## src/rtl/core/sbq_pkg.sv

```systemverilog
// ----------------------------------------------------------------------------
// sbq_pkg
// Shared types and constants for the stereo biquad with silence gate.
// ----------------------------------------------------------------------------
`default_nettype none

package sbq_pkg;

    localparam int SAMPLE_WIDTH_DEF   = 24;
    localparam int COEF_FRAC_BITS_DEF = 16;
    localparam int COEF_WIDTH         = 20;
    localparam int QUIET_WIDTH        = 23;
    localparam int LIMIT_WIDTH        = 16;
    localparam int CFG_DATA_W         = 32;
    localparam int CFG_ADDR_W         = 5;
    localparam int REG_IDX_W          = 3;

    // register index, byte address is 4 * index
    typedef enum logic [REG_IDX_W-1:0] {
        REG_COEF_B0       = 3'd0,
        REG_COEF_B1       = 3'd1,
        REG_COEF_B2       = 3'd2,
        REG_COEF_A1       = 3'd3,
        REG_COEF_A2       = 3'd4,
        REG_QUIET_LEVEL   = 3'd5,
        REG_SETTLE_LIMIT  = 3'd6,
        REG_STEREO_ENABLE = 3'd7
    } t_reg_idx;

    typedef struct packed {
        logic signed [COEF_WIDTH-1:0] b0;
        logic signed [COEF_WIDTH-1:0] b1;
        logic signed [COEF_WIDTH-1:0] b2;
        logic signed [COEF_WIDTH-1:0] a1;
        logic signed [COEF_WIDTH-1:0] a2;
    } t_coefs;

    // per-sample decision from the silence gate
    typedef struct packed {
        logic run;       // filter runs and history advances
        logic zero_out;  // result samples forced to zero
    } t_step_ctrl;

endpackage

`default_nettype wire

```

## src/rtl/core/sbq_gate.sv

```systemverilog
// ----------------------------------------------------------------------------
// sbq_gate
// Silence detector and idle counter deciding whether a sample is gated.
// ----------------------------------------------------------------------------
`default_nettype none

module sbq_gate #(
    parameter int SAMPLE_WIDTH = sbq_pkg::SAMPLE_WIDTH_DEF
) (
    input  wire logic                                i_clk,
    input  wire logic                                i_rst_n,
    input  wire logic                                i_fire,
    input  wire logic signed [SAMPLE_WIDTH-1:0]      i_x_left,
    input  wire logic signed [SAMPLE_WIDTH-1:0]      i_x_right,
    input  wire logic                                i_write,
    input  wire logic [sbq_pkg::QUIET_WIDTH-1:0]     i_quiet_level,
    input  wire logic [sbq_pkg::LIMIT_WIDTH-1:0]     i_settle_limit,
    output sbq_pkg::t_step_ctrl                      o_ctrl
);
    import sbq_pkg::*;

    localparam int CMP_W = SAMPLE_WIDTH + QUIET_WIDTH;

    logic [LIMIT_WIDTH-1:0]  r_idle;
    logic [LIMIT_WIDTH-1:0]  n_idle;
    logic [SAMPLE_WIDTH-1:0] mag_l;
    logic [SAMPLE_WIDTH-1:0] mag_r;
    logic                    loud;
    logic                    settled;
    logic                    gated;

    // magnitude of the most negative sample still fits unsigned
    assign mag_l = i_x_left[SAMPLE_WIDTH-1]  ? (~i_x_left + 1'b1)  : i_x_left;
    assign mag_r = i_x_right[SAMPLE_WIDTH-1] ? (~i_x_right + 1'b1) : i_x_right;

    assign loud    = (CMP_W'(mag_l) > CMP_W'(i_quiet_level))
                  || (CMP_W'(mag_r) > CMP_W'(i_quiet_level));
    assign settled = r_idle >= i_settle_limit;
    assign gated   = !loud && settled && i_write;

    always_comb begin
        if (loud) begin
            n_idle = '0;
        end else if (settled) begin
            n_idle = r_idle;
        end else begin
            n_idle = r_idle + 1'b1;
        end
    end

    always_ff @(posedge i_clk) begin
        if (!i_rst_n) begin
            r_idle <= '0;
        end else if (i_fire) begin
            r_idle <= n_idle;
        end
    end

    assign o_ctrl = t_step_ctrl'{run: !gated, zero_out: gated || !i_write};

endmodule

`default_nettype wire

```

## config.mk

```make
export PLATFORM = sky130hd
export DESIGN_NAME = sbq_gate
export DESIGN_NICKNAME = d
export VERILOG_FILES = /design/src/rtl/core/sbq_pkg.sv /design/src/rtl/core/sbq_gate.sv
export SDC_FILE = /design/constraint.sdc
export NUM_CORES = 1
export LEC_CHECK = 0
export BUFFER_PORTS_ARGS = -buffer_cell sky130_fd_sc_hd__buf_2
export CAP_MARGIN = 25
export CORE_UTILIZATION = 45
export DETAILED_ROUTE_END_ITERATION = 16
export PLACE_DENSITY = 0.7
export SETUP_SLACK_MARGIN = 0.4
export SLEW_MARGIN = 20
export SYNTH_ARGS = -nofsm -noshare
export SYNTH_HDL_FRONTEND = slang
export SYNTH_SLANG_ARGS = --single-unit
```

## constraint.sdc

```tcl
create_clock -name i_clk -period 10.42 [get_ports i_clk]
set_input_delay 2.084 -clock i_clk [delete_from_list [all_inputs] [get_ports i_clk]]
set_output_delay 2.084 -clock i_clk [all_outputs]
set_load 0.1 [all_outputs]
```

==> results.py <==
metrics = {
    "clock_network": {
        "cts_resized": 0,
        "clk_path_buf_depth": 2,
        "clock_latency_ps": 260,
        "cts_sinks": 16,
        "cts.htree.levels": 1,
        "cts_hold_buf": 0,
        "cts-root-buf": "clkbuf_8",
        "cts_setup_buffers": 0,
        "cts_tree": "done",
        "clk_pin_slew_worst_paths_ps": 60,
        "numCtsBuffers": 3,
    },
    "power": {
        "power.total_uw": 247,
        "peakVddDrop_v": 0.0000420,
        "p_leak_uw": 0.00183,
        "power_density_nw_per_um2": 62.6,
    },
    "worst_setup_path": {
        "required_ps": 8340,
        "cp-end-kind": "primary output",
        "r2r_cells": 8,
        "crit_fanout": 22,
        "worstPathArrival_ps": 6980,
        "cp-start-kind": "primary input",
        "path_cells": "buf_2, nor4_1, nand2_1, nor2_1, nand2_1, or2_2, or4_1, o31ai_1, xnor2_1, ha_1, nand3_1, nor4_1, and4_1, a22o_1, and3_1, nand2_1, nand2_1, buf_2",
        "crit_top_cell": "nand2_1",
        "slowest_stage": "and3_1",
        "critPathMaxStageDelay_ps": 710,
        "setup.worst_path.class": "in2out",
    },
    "sta": {
        "setup_viol": 0,
        "fin_crit_sh_pct": 87.0,
        "setup_slack_ps": 1350,
        "fin_tns_setup_ps": 0,
        "finClkSkew_ps": 7.54,
        "hold_viol": 0,
        "tightest_slew_ps": 847,
        "rsz0062_at_grt": "false",
        "fin_crit_ps": 9070,
        "max_freq_mhz": 110,
        "max-slew-margin-rel_pct": 43.5,
        "maxSlewViolCount": 0,
    },
    "grt": {
        "grt_max_degree": 25,
        "grt_pass1_vias": 3160,
        "grt_pass1_wl_mm": 13.6,
        "overflow": 0,
        "antenna_found_initial": 0,
        "grt_usage_pct": 21.2,
    },
    "cells_and_area": {
        "regMostFlops": "r_idle",
        "reg_top3": "r_idle (16)",
        "diodes": 0,
        "nNetsFinal": 704,
        "final_area_um2": 3940,
        "largest_register_ffs": 16,
        "area_growth_pct": 17.8,
        "layout_common_cells": "buf_2 (92), ha_1 (65), inv_1 (50)",
        "drive_gt1_share_pct": 19.6,
        "mostFrequentLayoutCell": "buf_2",
        "fin_util_pct": 54.6,
    },
    "yosys": {
        "synth_top_cell_by_area": "ha_1",
        "synth.avg_cell_area_um2": 7.26,
        "ys_ff_latch": 16,
        "synth_top_area_share_pct": 24.3,
        "synth-async-reset-ratio_pct": 0,
        "ys_types": 51,
        "syn_area_um2": 3350,
        "synth_edf_count": 0,
        "synth-seq-area-share_pct": 9.57,
        "ys.flop_type": "dfxtp_1",
        "ys_top_cells_by_area": "ha_1 (24%), xnor2_1 (11%), dfxtp_1 (9.6%)",
        "synthCells": 461,
        "yosys_warnings": 0,
        "syn_nets": 617,
    },
    "floorplan": {
        "die_h_um": 88.2,
        "rows": 31,
        "io_pins": 93,
        "design.core.area_um2": 7210,
        "start_util_pct": 46.4,
        "die_area_um2": 7780,
        "fp.dieW_um": 88.2,
    },
    "min_path": {
        "min_path_type": "reg2reg",
        "whs_path_depth": 2,
    },
    "routing": {
        "avgViaCountPerCell": 5.63,
        "ant_nets": 0,
        "vias": 3640,
        "post_drt_wl_per_cell_um": 13.0,
        "routed_wl_mm": 8.37,
        "drcViolationCount": 0,
        "first_iter_violations": 194,
        "firstDrtPassIters": 5,
    },
    "job": {
        "drv_cap": 0,
    },
    "placement": {
        "dp_slack_ps": 1410,
        "port_buffers": 92,
        "placed_cell_area_um2": 3880,
        "dp_hpwl_mm": 7.01,
        "place_congestion": 0.884,
    },
    "status": {
        "status": "completed",
    },
}
==> cell type report <==
type                            count  area [um2]
Sequential cell                    16         320
Multi-Input combinational cell    384        2790
Clock buffer                        4        55.1
Inverter                           50         188
Tap cell                           99         124
Timing Repair Buffer               93         468
Fill cell                         728        3270
==> per-layer routing <==
layer  vias to the layer above  GRT usage (%)  wire (um)
li1                       1869              -          -
met1                      1639           30.0       4020
met2                       119           34.9       3770
met3                        13           2.24        453
met4                         0           4.55        128
met5                         -              0          0
==> kinds of logic after synthesis <==
kind of cell / count (synthesis) / synth area share, %
adders and majority gates: 65 / 24.3
DFF: 16 / 9.57
buffers and inverters: 61 / 7.14
xor gates and xnor gates: 42 / 11.0
AOI/OAI and AO/OA: 108 / 21.4
and+or+nand+nor: 169 / 26.6
==> worst max-delay path, delay by kind of cell <==
kind,cells,cell delay (ps)
simple gates,12,3550
buf+inv,2,530
xor+xnor,1,110
compound gates,2,430
fa+ha+maj,1,270
==> cell usage after synthesis, types with 3 or more instances <==
cell	n
a21o_1	4
a21oi_1	25
and3_1	7
clkbuf_1	8
dfxtp_1	16
ha_1	65
inv_1	50
nand2_1	48
nand2b_1	7
nand3_1	23
nand4_1	18
nand4b_1	3
nor2_1	19
nor3_1	8
nor4_1	8
o211ai_1	7
o21ai_0	32
o31ai_1	15
o41ai_1	5
or2_2	3
or3_1	8
or4_1	6
xnor2_1	42
==> final timing paths <==
check	start	endpoint	slack, ps
setup / recovery	i_x_left[5]	o_ctrl[0]	1350
hold / removal	r_idle[11]	r_idle[11]	530
setup reg to reg	r_idle[3]	r_idle[15]	7500
hold reg to reg	r_idle[11]	r_idle[11]	530
==> metrics by stage <==
stage / hold slack, ps / instances
global route: 567 / 646
floorplan: 474 / 461
global placement: 517 / 641
detailed placement: 515 / 641
finish: 529 / 646
CTS: 527 / 645
==> power breakdown <==
part	switching (uW)	internal [uW]	total [uW]	leakage, uW
sequential	0.744	61.7	62.4	0.000129
combinational	72.2	55.3	127	0.00167
clock	23.3	33.6	57.0	0.0000288
Power figures use the tool's default switching activity.
