[config.mk]
export PLATFORM = sky130hd
export DESIGN_NAME = sbq_cfg
export DESIGN_NICKNAME = d
export VERILOG_FILES = /design/src/rtl/core/sbq_pkg.sv /design/src/rtl/core/sbq_cfg.sv
export SDC_FILE = /design/constraint.sdc
export NUM_CORES = 1
export LEC_CHECK = 0
export BUFFER_PORTS_ARGS = -buffer_cell sky130_fd_sc_hd__buf_4
export CORE_MARGIN = 2
export CORE_UTILIZATION = 30
export DETAILED_ROUTE_END_ITERATION = 10
export SLEW_MARGIN = 20
export SYNTH_ARGS = -nofsm -noshare
export SYNTH_HDL_FRONTEND = slang
export SYNTH_SLANG_ARGS = --single-unit
[constraint.sdc]
create_clock -name i_clk -period 2 [get_ports i_clk]
set_input_delay 0.1 -clock i_clk [delete_from_list [all_inputs] [get_ports i_clk]]
set_output_delay 0.1 -clock i_clk [all_outputs]
set_load 0.01 [all_outputs]
[src/rtl/core/sbq_pkg.sv]
// ----------------------------------------------------------------------------
// sbq_pkg
// Shared types and constants for the stereo biquad with silence gate.
// ----------------------------------------------------------------------------
`default_nettype none

package sbq_pkg;

    localparam int SAMPLE_WIDTH_DEF   = 24;
    localparam int COEF_FRAC_BITS_DEF = 16;
    localparam int COEF_WIDTH         = 20;
    localparam int QUIET_WIDTH        = 23;
    localparam int LIMIT_WIDTH        = 16;
    localparam int CFG_DATA_W         = 32;
    localparam int CFG_ADDR_W         = 5;
    localparam int REG_IDX_W          = 3;

    // register index, byte address is 4 * index
    typedef enum logic [REG_IDX_W-1:0] {
        REG_COEF_B0       = 3'd0,
        REG_COEF_B1       = 3'd1,
        REG_COEF_B2       = 3'd2,
        REG_COEF_A1       = 3'd3,
        REG_COEF_A2       = 3'd4,
        REG_QUIET_LEVEL   = 3'd5,
        REG_SETTLE_LIMIT  = 3'd6,
        REG_STEREO_ENABLE = 3'd7
    } t_reg_idx;

    typedef struct packed {
        logic signed [COEF_WIDTH-1:0] b0;
        logic signed [COEF_WIDTH-1:0] b1;
        logic signed [COEF_WIDTH-1:0] b2;
        logic signed [COEF_WIDTH-1:0] a1;
        logic signed [COEF_WIDTH-1:0] a2;
    } t_coefs;

    // per-sample decision from the silence gate
    typedef struct packed {
        logic run;       // filter runs and history advances
        logic zero_out;  // result samples forced to zero
    } t_step_ctrl;

endpackage

`default_nettype wire

[src/rtl/core/sbq_cfg.sv]
// ----------------------------------------------------------------------------
// sbq_cfg
// APB register file holding coefficients and silence gate settings.
// ----------------------------------------------------------------------------
`default_nettype none

module sbq_cfg (
    input  wire logic                           i_clk,
    input  wire logic                           i_rst_n,
    input  wire logic                           psel,
    input  wire logic                           penable,
    input  wire logic                           pwrite,
    input  wire logic [sbq_pkg::CFG_ADDR_W-1:0] paddr,
    input  wire logic [sbq_pkg::CFG_DATA_W-1:0] pwdata,
    output logic      [sbq_pkg::CFG_DATA_W-1:0] prdata,
    output logic                                pready,
    output sbq_pkg::t_coefs                     o_coefs,
    output logic [sbq_pkg::QUIET_WIDTH-1:0]     o_quiet_level,
    output logic [sbq_pkg::LIMIT_WIDTH-1:0]     o_settle_limit,
    output logic                                o_stereo_enable
);
    import sbq_pkg::*;

    t_coefs                 r_coefs;
    logic [QUIET_WIDTH-1:0] r_quiet;
    logic [LIMIT_WIDTH-1:0] r_limit;
    logic                   r_stereo;
    t_reg_idx               idx;
    logic                   wr_en;

    assign idx    = t_reg_idx'(paddr[CFG_ADDR_W-1:2]);
    assign wr_en  = psel && penable && pwrite && pready;
    assign pready = 1'b1;

    always_ff @(posedge i_clk) begin
        if (!i_rst_n) begin
            r_coefs.b0 <= COEF_WIDTH'(65536);
            r_coefs.b1 <= '0;
            r_coefs.b2 <= '0;
            r_coefs.a1 <= '0;
            r_coefs.a2 <= '0;
            r_quiet    <= QUIET_WIDTH'(26);
            r_limit    <= LIMIT_WIDTH'(256);
            r_stereo   <= 1'b0;
        end else if (wr_en) begin
            case (idx)
                REG_COEF_B0:       r_coefs.b0 <= pwdata[COEF_WIDTH-1:0];
                REG_COEF_B1:       r_coefs.b1 <= pwdata[COEF_WIDTH-1:0];
                REG_COEF_B2:       r_coefs.b2 <= pwdata[COEF_WIDTH-1:0];
                REG_COEF_A1:       r_coefs.a1 <= pwdata[COEF_WIDTH-1:0];
                REG_COEF_A2:       r_coefs.a2 <= pwdata[COEF_WIDTH-1:0];
                REG_QUIET_LEVEL:   r_quiet    <= pwdata[QUIET_WIDTH-1:0];
                REG_SETTLE_LIMIT:  r_limit    <= pwdata[LIMIT_WIDTH-1:0];
                REG_STEREO_ENABLE: r_stereo   <= pwdata[0];
                default: ;
            endcase
        end
    end

    always_comb begin
        case (idx)
            REG_COEF_B0:       prdata = CFG_DATA_W'(unsigned'(r_coefs.b0));
            REG_COEF_B1:       prdata = CFG_DATA_W'(unsigned'(r_coefs.b1));
            REG_COEF_B2:       prdata = CFG_DATA_W'(unsigned'(r_coefs.b2));
            REG_COEF_A1:       prdata = CFG_DATA_W'(unsigned'(r_coefs.a1));
            REG_COEF_A2:       prdata = CFG_DATA_W'(unsigned'(r_coefs.a2));
            REG_QUIET_LEVEL:   prdata = CFG_DATA_W'(r_quiet);
            REG_SETTLE_LIMIT:  prdata = CFG_DATA_W'(r_limit);
            REG_STEREO_ENABLE: prdata = CFG_DATA_W'(r_stereo);
            default:           prdata = '0;
        endcase
    end

    assign o_coefs         = r_coefs;
    assign o_quiet_level   = r_quiet;
    assign o_settle_limit  = r_limit;
    assign o_stereo_enable = r_stereo;

endmodule

`default_nettype wire

==> key figures, run 1 <==
Cells and area
  – Post-route cell area: around 9200 µm²
  – Area growth, synth to finish: 39.71%
  – Final std cells w/o fill: about 1,300
  – Layout cells sized above 1: around 28%
  – N_diodes: 0
  – Final nets: approximately 1,100

Setup path
  – Largest fanout on the critical path: 21
  – Worst Path Arrival: 1.64 ns
  – Slowest-stage cell, CP: nor2b_1
  – Critical path class: in2out
  – Most Frequent Cell on Critical Path: buf_4
  – Crit path buf inv count: 3
  – Worst Setup Start Kind: input pin
  – Crit. End Element: output pin
  – Worst stage delay on the critical path: between 0.5 and 0.6 ns
  – Critical path cell sequence: buf_4, nor2b_1, buf_4, a22oi_1, nor2_1, o32a_1, buf_4
  – Required @ worst endpoint: approximately 1.9 ns
  – Largest delay share family, worst path: simple AND/OR/NAND/NOR gates
  – Worst R2R Setup Slack: 1.25 ns

Synth
  – Post-Synth Adder-Cell Area: 0%
  – Top post-synthesis cells by area: dfxtp_1 43%, nand2_1 16%, a21boi_0 8.0%
  – Top-count cell post-synth: nand2_1
  – Synth unique cells: 40
  – Main combinational cell family by area after synthesis: compound AO/OA/AOI/OAI gates
  – Mux contribution to synthesized area: 4.655%
  – Netlist Area Pre-Place: 6585 µm²
  – Mapped Cells: just over 800
  – Synth top cells by count: 275 x nand2_1, 140 x dfxtp_1, 70 x a21boi_0
  – Sequential area share after synthesis: between 40% and 50%
  – Number of synthesized flops with an enable pin: 0
  – Synth Area per Inst: a little over 8 µm²
  – Synthesized-area fraction occupied by and/or/nand/nor cells: 21.20%
  – Synth Area in Compound Gates: between 20% and 30%
  – Synth top area share: between 40% and 50%
  – Synth area leader: dfxtp_1
  – Top_reg_cell synth: dfxtp_1
  – Synth Area in XOR/XNOR: 0%
  – Ys async rst share: 0%
  – Synth warn: 0
  – Yosys reg bits: 140

Min path
  – Hold WC Path Type: in2reg

GRT
  – Largest net degree at the start of global routing: 71
  – Number of global-route vias before repair: between 6,000 and 7,000
  – First-pass GRT wire length: about 39,000 µm
  – GR Util All Layers: between 20% and 30%
  – Grt total ovfl: 0
  – Initial antenna violation count: 0

Timing
  – Unrepaired setup endpoints after global routing: false
  – Clock skew: 0 ns
  – Rel. slew slack: between 60% and 70%
  – Final WS setup: between 0.2 and 0.3 ns
  – Setup violators final: 0
  – Fin. max-slew vios: 0
  – Tmin final: around 1.7 ns
  – F_max: around 0.57 GHz
  – Fin Setup TNS: 0 ns
  – Final Hold Fails: 0
  – Fin Hold WS: roughly 0.090 ns
  – Worst Max-Slew Pin Slew: around 0.55 ns
  – Final period utilization: 87.13%

Drt
  – Remaining DRCs: 0
  – ANT nets after route: 0
  – Vias: between 6,000 and 7,000
  – DR vias/cell: 4.983
  – WL final: about 26,000 µm
  – Drt first pass iters: 5
  – WL/cell: around 20 µm
  – Number of DRC markers in iteration 0: approximately 450

Pwr
  – Internal: between 0.005 and 0.006 W
  – Switching part of the total power: a little under a quarter
  – Power per cell area: approximately 740 nW/µm²
  – Net Sw Power: approximately 0.0016 W
  – Flop pwr share: 41.4%
  – Combinational share of power: under 10%
  – VDD IR-drop max: between 0.5 and 0.6 mV
  – LEAKAGE: ~3.7 nW
  – Clock power share: 49.6%

CTS
  – Clock Latency Late Sink: 0.42 ns
  – CTS Hold Bufs: 23
  – Total CTS buffers: 17
  – Max Buffers Root-to-Sink: 2
  – Clock sink count: 140
  – CTS tree: built
  – H-tree depth: 4
  – Post-CTS Resized: 0
  – CTS clock-pin slew for the worst setup and hold paths: about 0.060 ns
  – CTS root buf: clkbuf_16
  – Postcts setup bufs: 0

Place
  – Global placement routability congestion: approximately 0.79
  – Post-Place Cells: roughly 1,300
  – Pre-CTS worst setup slack: approximately 0.18 ns
  – Port Buf Inserts: between 150 and 200
  – DP Wirelength: roughly 18,000 µm
  – Post-DP Area: between 8000 and 9000 µm²

Floorplan
  – Die area: approximately 23,000 µm²
  – FP Rows: between 50 and 60
  – Starting Density: a little over 30%
  – Die X-Extent: 152.2 µm
  – Io pins: 215
  – Core ar.: between 20,000 and 25,000 µm²
  – Die Ht: 152.2 µm

Flow run
  – Max cap viols: 0

Status
  – Status: completed
## logic make-up after synthesis
group / Yosys count
AOI/OAI and AO/OA: 215
and+or+nand+nor: 342
DFF: 140
other: 2
buffers and inverters: 86
muxes: 30
## stage by stage
| step | total power [W] | util [%] |
|---|---|---|
| 2_1_floorplan | 0.003196 | - |
| 3_3_place_gp | 0.003462 | 38.45 |
| 3_5_place_dp | 0.003464 | 38.45 |
| 4_1_cts | 0.006862 | 42.42 |
| 5_1_grt | 0.007037 | 42.42 |
| 6_report | 0.006828 | 42.42 |
## worst paths after layout
| check | start | end | depth (start not counted) |
|---|---|---|---|
| hold reg to reg | o_quiet_level[21] | o_quiet_level[21] | 2 |
| setup / recovery | paddr[3] | prdata[1] | 7 |
| setup reg to reg | o_coefs[13] | o_coefs[13] | 2 |
| hold / removal | i_rst_n | o_settle_limit[8] | 2 |
## worst register-to-register path: stages (launching register included)
cell      delay, ns
dfxtp_1        0.42
nand2_1        0.07
a21boi_0       0.18
## registers in the layout, indices dropped and copies added, names as in the netlist
| register | flops |
|---|---|
| o_coefs | 100 |
| o_stereo_enable | 1 |
| o_quiet_level | 23 |
| o_settle_limit | 16 |
## cell usage in the layout (no fill, tap or decap), types with 13 or more instances in the layout
cell type	netlist	final
dfxtp_1	140	140
nor2_1	34	32
a21boi_0	70	70
a21boi_1	65	65
nand2_1	275	275
o21ai_0	21	21
clkbuf_16	0	17
mux2i_1	25	25
a21oi_1	13	13
dlygate4sd3_1	0	23
buf_4	21	237
## power by group through the flow
| stage | Combinational (W) | Clock, W | Sequential (W) |
|---|---|---|---|
| floorplan | 0.000301 | 0 | 0.00289 |
| global placement | 0.000572 | 0 | 0.00289 |
| detailed placement | 0.000573 | 0 | 0.00289 |
| CTS | 0.000611 | 0.00342 | 0.00283 |
| global route | 0.000654 | 0.00355 | 0.00283 |
| finish | 0.000613 | 0.00339 | 0.00283 |
## final cells by class
type,instances,area [µm²]
timing repair buffer,262,2049
clock buffer,22,494.2
clock inverter,10,136.4
fill,2183,12490
sequential,140,2803
inverter,7,26.28
multi-input combinational,597,3341
tap,280,350.3
## per-layer routing
layer	GRT usage, %	vias to the layer above	part of all wire, %	wire length [µm]
met5	0	-	0	0
li1	-	3138	-	-
met3	4.551	34	6.5	1672
met4	6.854	0	1.9	476
met1	29.21	3165	45	11540
met2	35.82	230	47	12000
No activity file was read; power rests on OpenSTA's default activity.
==> inputs of run 2 (changes only) <==
- CAP_MARGIN: default -> 25
- CORE_UTILIZATION: 30 -> 54
- PLACE_DENSITY: default -> 0.84
==> run 2 against run 1 <==
Net effect:
- cell count decreased by 11%
- first-iteration DRC count increased by 58%
- power decreased by 2.7%
- sequential cell count unchanged
- clock-buffer cell count increased by 4
- fmax decreased by 2.5%
- non-clock buffer count decreased by 13
- critical path depth decreased by 1
- combinational power decreased by 3.9%
- clock skew unchanged
- die area decreased by 43%
- routed wire length decreased by 12%
- critical path type unchanged
- critical endpoint is now prdata[13]
==> key figures, run 2 (synthesized netlist as in run 1, its figures left out) <==
Status
  – Status: completed (unchanged)

Floorplan
  – Die area: 13,090 µm² (was 23,150 µm²)
  – Starting Density: 55.05% (was 30.36%)
  – FP Rows: 40 (was 54)
  – Die Ht: 114.4 µm (was 152.2 µm)
  – Core ar.: 11,960 µm² (was 21,690 µm²)
  – Io pins: 215 (unchanged)
  – Die X-Extent: 114.4 µm (was 152.2 µm)

Timing
  – Clock skew: 0 ns (unchanged)
  – Fin Setup TNS: 0 ns (unchanged)
  – F_max: 0.5596 GHz (was 0.5738 GHz)
  – Final period utilization: 89.35% (was 87.13%)
  – Fin. max-slew vios: 0 (unchanged)
  – Final Hold Fails: 0 (unchanged)
  – Setup violators final: 0 (unchanged)
  – Worst Max-Slew Pin Slew: 1.077 ns (was 0.5507 ns)
  – Unrepaired setup endpoints after global routing: false (unchanged)
  – Tmin final: 1.787 ns (was 1.743 ns)
  – Rel. slew slack: 28.22% (was 63.21%)

Setup path
  – Critical path class: in2out (unchanged)
  – Critical path cell sequence: buf_4, nor2b_1, a22oi_1, nor2_1, o32a_1, buf_4 (was buf_4, nor2b_1, buf_4, a22oi_1, nor2_1, o32a_1, buf_4)
  – Largest delay share family, worst path: simple AND/OR/NAND/NOR gates (unchanged)
  – Slowest-stage cell, CP: nor2b_1 (unchanged)
  – Worst R2R Path Depth: 2 (unchanged)
  – Required @ worst endpoint: 1.90 ns (about the same)
  – Worst Setup Start Kind: input pin (unchanged)
  – Worst flop-to-flop path endpoint: o_settle_limit[12] (was o_coefs[13])
  – Worst stage delay on the critical path: 0.73 ns (was 0.52 ns)
  – Largest fanout on the critical path: 17 (was 21)
  – Most Frequent Cell on Critical Path: buf_4 (unchanged)
  – Crit path buf inv count: 2 (was 3)
  – Worst Path Arrival: 1.69 ns (was 1.64 ns)
  – Worst R2R Setup Slack: 1.23 ns (was 1.25 ns)
  – Crit. End Element: output pin (unchanged)
  – FF-to-FF Start: o_settle_limit[12] (was o_coefs[13])

Drt
  – WL final: 22,640 µm (was 25,700 µm)
  – WL/cell: 19.32 µm (was 19.50 µm)
  – Remaining DRCs: 0 (unchanged)
  – Vias: 6,917 (was 6,567)
  – Number of DRC markers in iteration 0: 705 (was 446)
  – ANT nets after route: 0 (unchanged)
  – DR vias/cell: 5.902 (was 4.983)
  – Drt first pass iters: 6 (was 5)

Place
  – Global placement routability congestion: 0.8407 (was 0.7853)
  – Port Buf Inserts: 193 (unchanged)
  – DP Wirelength: 14,670 µm (was 17,880 µm)

GRT
  – Grt total ovfl: 0 (unchanged)
  – Largest net degree at the start of global routing: 64 (was 71)
  – First-pass GRT wire length: 33,990 µm (was 39,120 µm)
  – Number of global-route vias before repair: 6,384 (was 6,473)
  – GR Util All Layers: 34.01% (was 21.95%)
  – Initial antenna violation count: 0 (unchanged)

Cells and area
  – N_diodes: 0 (unchanged)
  – Area growth, synth to finish: 35.53% (was 39.71%)
  – Final Util: 74.61% (was 42.42%)
  – Most frequent cells in the layout: 275 x nand2_1, 223 x buf_4, 140 x dfxtp_1 (was 275 x nand2_1, 237 x buf_4, 140 x dfxtp_1)
  – Most common cell after layout, fill and taps aside: nand2_1 (unchanged)
  – Final nets: 1,054 (was 1,067)
  – Filler cell count: 872 (was 2,183)
  – Layout cells sized above 1: 26.93% (was 28.13%)
  – Largest register FFs: 100 (unchanged)

Flow run
  – Max cap viols: 0 (unchanged)

CTS
  – Max Buffers Root-to-Sink: 2 (unchanged)
  – Postcts setup bufs: 0 (unchanged)
  – CTS root buf: clkbuf_16 (unchanged)
  – CTS clock-pin slew for the worst setup and hold paths: 0.05 ns (was 0.06 ns)
  – Clock sink count: 140 (unchanged)
  – Total CTS buffers: 17 (unchanged)
  – Clock Latency Late Sink: 0.43 ns (was 0.42 ns)
  – H-tree depth: 4 (unchanged)
  – CTS tree: built (unchanged)

Pwr
  – LEAKAGE: 3.657 nW (was 3.713 nW)
  – Power per cell area: 744.1 nW/µm² (was 742.2 nW/µm²)
  – VDD IR-drop max: 0.5070 mV (was 0.5232 mV)

Min path
  – Hold Crit Start: i_rst_n (unchanged)
  – WHS Path Cells: 2 (unchanged)
  – Worst hold endpoint: o_settle_limit[8] (unchanged)
  – Hold WC Path Type: in2reg (unchanged)
-- run 2: cell count changes in the layout (fill, tap and decap cells not counted), moves of 2 or more --
cell	delta
buf_4	-14
clkinvlp_4	-3
clkbuf_8	+2
clkbuf_1	+2
-- run 2: layout make-up --
class	count	area (µm²)	share of cell area, %
Multi-Input combinational cell	597	3338	37.40
Sequential cell	140	2803	31.40
Timing Repair Buffer	249	1964	22.01
Clock buffer	26	529.3	5.930
Tap cell	147	183.9	2.061
Clock inverter	6	80.08	0.8972
Inverter	7	26.28	0.2944
-- run 2: worst max-delay path by stage --
stage / to / start / depth (start not counted)
floorplan: prdata[11] / paddr[2] / 7
global placement: prdata[6] / paddr[3] / 6
detailed placement: o_coefs[76] / paddr[3] / 5
CTS: prdata[12] / o_coefs[72] / 5
global route: prdata[2] / paddr[3] / 6
finish: prdata[13] / paddr[3] / 6
-- run 2: what timing repair did --
action	4_1_cts	5_1_grt
resized for setup	0	0
endpoints found under the setup margin	0	0
hold buffers	23	0
endpoints found under the hold margin	131	0
-- run 2: metrics by stage --
| stage | area [µm²] | std cells | total power [W] | hold slack, ns | setup slack [ns] |
|---|---|---|---|---|---|
| floorplan | 6615 | 823 | 0.003196 | 0.2240 | 0.7867 |
| global placement | 8085 | 1117 | 0.003420 | 0.3482 | 0.2429 |
| detailed placement | 8085 | 1117 | 0.003426 | 0.3562 | 0.2154 |
| CTS | 8925 | 1172 | 0.006625 | 0.1158 | 0.2577 |
| global route | 8925 | 1172 | 0.006815 | 0.1429 | 0.1422 |
| finish | 8925 | 1172 | 0.006641 | 0.1235 | 0.2130 |
-- run 2: layer usage --
metal,vias to the layer above,global-route usage [%],share of wire (%)
met1,3268,44.29,39
met3,78,7.676,11
met5,-,0,0
met2,460,53.65,47
met4,0,15.93,3.1
li1,3111,-,-
-- run 2: report_power, final --
| part | leakage (nW) | switching, W | internal [W] | total [W] |
|---|---|---|---|---|
| registers | 1.13 | 0.0000192 | 0.00281 | 0.00283 |
| clock network | 0.306 | 0.00116 | 0.00206 | 0.00322 |
| logic | 2.22 | 0.000331 | 0.000258 | 0.000589 |
| total | 3.66 | 0.00151 | 0.00513 | 0.00664 |
